`src/rtl/scsa_pkg.sv`:
```
// ----------------------------------------------------------------------------
// scsa_pkg
// Shared types, constants and tables for the size-class slab allocator.
// ----------------------------------------------------------------------------
package scsa_pkg;

    localparam int NUM_PAGES   = 64;
    localparam int MAX_SLOTS   = 128;
    localparam int NUM_CLASSES = 8;
    localparam int PAGE_W      = 6;
    localparam int SLOT_W      = 7;
    localparam int CLASS_W     = 3;
    localparam int LINK_W      = 7;   // frame index plus a "no page" bit
    localparam int FREE_W      = 8;
    localparam int BYTES_W     = 20;
    localparam int GB_W        = 12;
    localparam int CNT_W       = 32;

    localparam logic [LINK_W-1:0] NO_PAGE = 7'h40;

    typedef enum logic [2:0] {
        ST_OK       = 3'd0,
        ST_ZERO     = 3'd1,
        ST_TOO_BIG  = 3'd2,
        ST_NO_PAGES = 3'd3,
        ST_BAD_FREE = 3'd4
    } status_t;

    typedef struct packed {
        logic latch;   // capture request
        logic lookup;  // resolve page, issue memory reads
        logic exec;    // update state, register result
    } cmd_t;

    typedef struct packed {
        logic [LINK_W-1:0]  next;
        logic [CLASS_W-1:0] cls;
        logic [FREE_W-1:0]  free;
    } desc_t;

    function automatic logic [GB_W-1:0] class_bytes(input logic [CLASS_W-1:0] c);
        class_bytes = GB_W'(16) << c;
    endfunction

    // (4096 - 48) / ((16 << c) + 24), clipped to 1..128
    function automatic logic [FREE_W-1:0] slots_of(input logic [CLASS_W-1:0] c);
        case (c)
            3'd0:    slots_of = 8'd101;
            3'd1:    slots_of = 8'd72;
            3'd2:    slots_of = 8'd46;
            3'd3:    slots_of = 8'd26;
            3'd4:    slots_of = 8'd14;
            3'd5:    slots_of = 8'd7;
            3'd6:    slots_of = 8'd3;
            default: slots_of = 8'd1;
        endcase
    endfunction

    function automatic logic [MAX_SLOTS-1:0] fresh_map(input logic [CLASS_W-1:0] c);
        logic [FREE_W-1:0] n;
        n = slots_of(c);
        for (int i = 0; i < MAX_SLOTS; i++) begin
            fresh_map[i] = (FREE_W'(i) < n);
        end
    endfunction

    function automatic logic [SLOT_W-1:0] lowest_set(input logic [MAX_SLOTS-1:0] m);
        lowest_set = '0;
        for (int i = MAX_SLOTS - 1; i >= 0; i--) begin
            if (m[i]) begin
                lowest_set = SLOT_W'(i);
            end
        end
    endfunction

endpackage

```
`src/rtl/scsa_ctrl.sv`:
```
// ----------------------------------------------------------------------------
// scsa_ctrl
// Sequencer: idle, look up the page, execute and write back.
// ----------------------------------------------------------------------------
module scsa_ctrl
    import scsa_pkg::*;
(
    input  logic clk,
    input  logic rst_n,
    input  logic start,
    output logic busy,
    output cmd_t cmd
);

    typedef enum logic [2:0] {
        S_IDLE = 3'b001,
        S_LOOK = 3'b010,
        S_EXEC = 3'b100
    } state_t;

    state_t state_reg, state_next;

    always_comb
    begin
        state_next = state_reg;
        unique case (state_reg)
            S_IDLE: if (start) state_next = S_LOOK;
            S_LOOK: state_next = S_EXEC;
            S_EXEC: state_next = S_IDLE;
            default: state_next = S_IDLE;
        endcase
    end

    always_ff @(posedge clk or negedge rst_n)
    begin
        if (!rst_n)
            state_reg <= S_IDLE;
        else
            state_reg <= state_next;
    end

    assign busy       = (state_reg != S_IDLE);
    assign cmd.latch  = (state_reg == S_IDLE) && start;
    assign cmd.lookup = (state_reg == S_LOOK);
    assign cmd.exec   = (state_reg == S_EXEC);

endmodule

```
`config.mk`:
```
export PLATFORM = sky130hd
export DESIGN_NAME = scsa_ctrl
export DESIGN_NICKNAME = d
export VERILOG_FILES = /design/src/rtl/scsa_pkg.sv /design/src/rtl/scsa_ctrl.sv
export SDC_FILE = /design/constraint.sdc
export NUM_CORES = 1
export LEC_CHECK = 0
export BUFFER_PORTS_ARGS = -buffer_cell sky130_fd_sc_hd__buf_2
export CAP_MARGIN = 20
export CORE_AREA = 2 2 39 41
export DETAILED_ROUTE_END_ITERATION = 10
export DIE_AREA = 0 0 41 43
export GPL_TIMING_DRIVEN = 0
export PLACE_DENSITY = 0.32
export SKIP_LAST_GASP = 1
export SYNTH_ARGS = -nofsm -noshare
export SYNTH_HDL_FRONTEND = slang
export SYNTH_SLANG_ARGS = --single-unit
```
`constraint.sdc`:
```
create_clock -name clk -period 1.41 [get_ports clk]
set_clock_uncertainty 0.1 [all_clocks]
set_input_delay 0.0705 -clock clk [delete_from_list [all_inputs] [get_ports clk]]
set_output_delay 0.0705 -clock clk [all_outputs]
set_load 0.005 [all_outputs]
```
==> results.py <==
metrics = {
    "clocking": {
        "cts-resized-gates": 0,
        "htree_num_levels": 1,
        "clk-insertion-delay-late_ns": 0.23,
        "cts_tree": "yes",
        "cts_max_path_buffers": 2,
        "path_clk_slew_ns": 0.04,
        "cts_inserted_buffers": 3,
        "clock_sinks": 3,
        "clockRootBuffer": "clkbuf_4",
    },
    "synthesis": {
        "ys_warn_count": 0,
        "synth-simple-area-share_pct": 41.7,
        "yosys.area_share.adder_pct": 0,
        "yosysUniqueCellTypes": 7,
        "synth_cells": 11,
        "synth_top_family_by_area": "simple AND/OR/NAND/NOR gates",
        "ys_seq_elements": 3,
        "synthesis.area_sq_um": 144,
        "yosysSeqAreaShare_pct": 53.0,
        "postSynthAreaPerCell_sq_um": 13.1,
        "synth_compound_area_share_pct": 0,
        "synth_mux_area_share_pct": 0,
        "synth_nets": 14,
        "synth_xor_area_share_pct": 0,
    },
    "placement": {
        "gp_congestion": 0.492,
        "place.port_buffers": 6,
    },
    "sta": {
        "period_share_pct": 101,
        "tightest_slew_ns": 0.240,
        "rsz0062_at_grt": "yes",
        "fin_setup_tns_ns": -0.0108,
        "setup_viol": 1,
        "fmax_mhz": 704,
        "hold_viol": 0,
        "finalMaxSlewViolations": 0,
        "setup_ws_ns": -0.0108,
        "relSlewSlack_pct": 84.0,
        "finalCriticalPeriod_ns": 1.42,
    },
    "grt": {
        "antenna_found_initial": 0,
        "grt_pass1_vias": 121,
        "grt_max_degree": 7,
        "grt_use_total_pct": 5.24,
        "gr-total-overflow": 0,
        "grt_pass1_wl_um": 503,
    },
    "routing": {
        "ant_nets": 0,
        "vias": 121,
        "routedWlPerCell_um": 8.05,
        "drc": 0,
        "vias_per_cell": 3.18,
        "first_pass_iters": 2,
        "routed_wirelength_um": 306,
        "drtIter0Drc": 3,
    },
    "power": {
        "vdd_ir_drop_max_mv": 0.581,
        "p_leak_nw": 0.107,
        "p_total_mw": 0.440,
        "powerDensity_mw_per_mm2": 1910,
    },
    "setup_path": {
        "crit_fanout": 6,
        "worstPathRequired_ns": 1.24,
        "cp-start-kind": "flip-flop",
        "end_kind": "primary output",
        "crit_type": "flip-flop to primary output",
        "critPathArrivalTime_ns": 1.25,
    },
    "die": {
        "die_h_um": 43,
        "die_w_um": 41,
        "ios": 7,
        "start_util_pct": 10.4,
        "design.core.area_sq_mm": 0.00138,
        "core.rowCount": 14,
        "die_area_sq_mm": 0.00176,
    },
    "layout": {
        "final_layout_size_suffix_gt1_share_pct": 59.1,
        "nets": 26,
        "final_util_pct": 16.6,
        "largest_register_ffs": 3,
        "area_delta_synth_final_pct": 60.0,
        "n_antenna_cell": 0,
    },
    "flow_run": {
        "maxCapViolations": 0,
    },
    "run_status": {
        "violations": "setup timing",
        "status": "finished with violations",
    },
    "hold_path": {
        "hold_path_class": "input port to async pin",
    },
}
-- placed cells by master (no fill, tap or decap) --
cell           Yosys  layout
clkbuf_4           0       3
dlygate4sd3_1      0       1
buf_2              0       6
or3b_1             1       1
nor2_1             1       1
clkbuf_1           0       1
nor3b_1            3       3
and4bb_2           2       2
buf_4              1       1
dfrtp_1            2       2
dfstp_2            1       1
-- cells by family (layout without fill, tap and decap cells) --
kind of cell | count (synthesis) | in the layout
buf+inv | 1 | 12
flops | 3 | 3
simple gates | 7 | 7
-- worst paths after layout --
path / to / from / depth (start not counted) / slack (ns)
max: busy / state_reg[0]$_DFFE_PN1P_ / 2 / -0.01
min in group clk: state_reg[1]$_DFFE_PN0P_ / start / 2 / 0.08
min reg2reg: state_reg[2]$_DFFE_PN0P_ / state_reg[2]$_DFFE_PN0P_ / 1 / 0.42
max in group asynchronous: state_reg[0]$_DFFE_PN1P_ / rst_n / 2 / 0.95
max reg2reg: state_reg[0]$_DFFE_PN1P_ / state_reg[0]$_DFFE_PN1P_ / 2 / 0.39
min: state_reg[1]$_DFFE_PN0P_ / rst_n / 2 / 0.06
-- through the flow --
| step | instance area [sq um] | hold WS (ns) | std cells | worst slack (ns) |
|---|---|---|---|---|
| 3_5_place_dp | 194 | -0.230 | 33 | 0.231 |
| 5_1_grt | 230 | 0.0569 | 38 | -0.0621 |
| 4_1_cts | 230 | 0.0490 | 38 | -0.0291 |
| 3_3_place_gp | 194 | -0.236 | 33 | 0.236 |
| 6_report | 230 | 0.0639 | 38 | -0.0108 |
| 2_1_floorplan | 144 | -0.325 | 11 | 0.350 |
-- cell usage after synthesis (all sizes together) --
cell	number	area (sq um)
nor3b	3	22.5
and4bb	2	25.0
dfrtp	2	50.1
buf	1	7.51
dfstp	1	26.3
nor2	1	3.75
or3b	1	8.76
-- routing by layer --
layer	up-vias	part of all wire (%)	GRT usage, %
li1	63	-	-
met5	-	0	0
met1	51	53	6.49
met4	0	0	8.00
met2	7	33	3.44
met3	0	14	4.71
-- worst max-delay path, cell delays in order, from the launching register on --
cell and delay (ns):
dfstp_2 0.55, or3b_1 0.34, buf_2 0.13
-- what timing repair did --
action                                 in CTS  in global routing
setup buffers                               0                  0
setup endpoints to repair                   1                  2
endpoints found under the hold margin       3                  0
hold buffers                                1                  0
-- power by group --
part           switching [mW]  internal, mW
Sequential             0.0357         0.126
Clock                  0.0442         0.106
Combinational          0.0432        0.0843
Total                   0.123         0.316
-- area by class of cell --
cell class	instances	area, sq um
Fill cell	149	1150
Sequential cell	3	76.3
Multi-Input combinational cell	7	60.1
Timing Repair Buffer	7	40.0
Clock buffer	4	26.3
Tap cell	16	20.0
Buffer	1	7.51
Power figures use the tool's default switching activity.
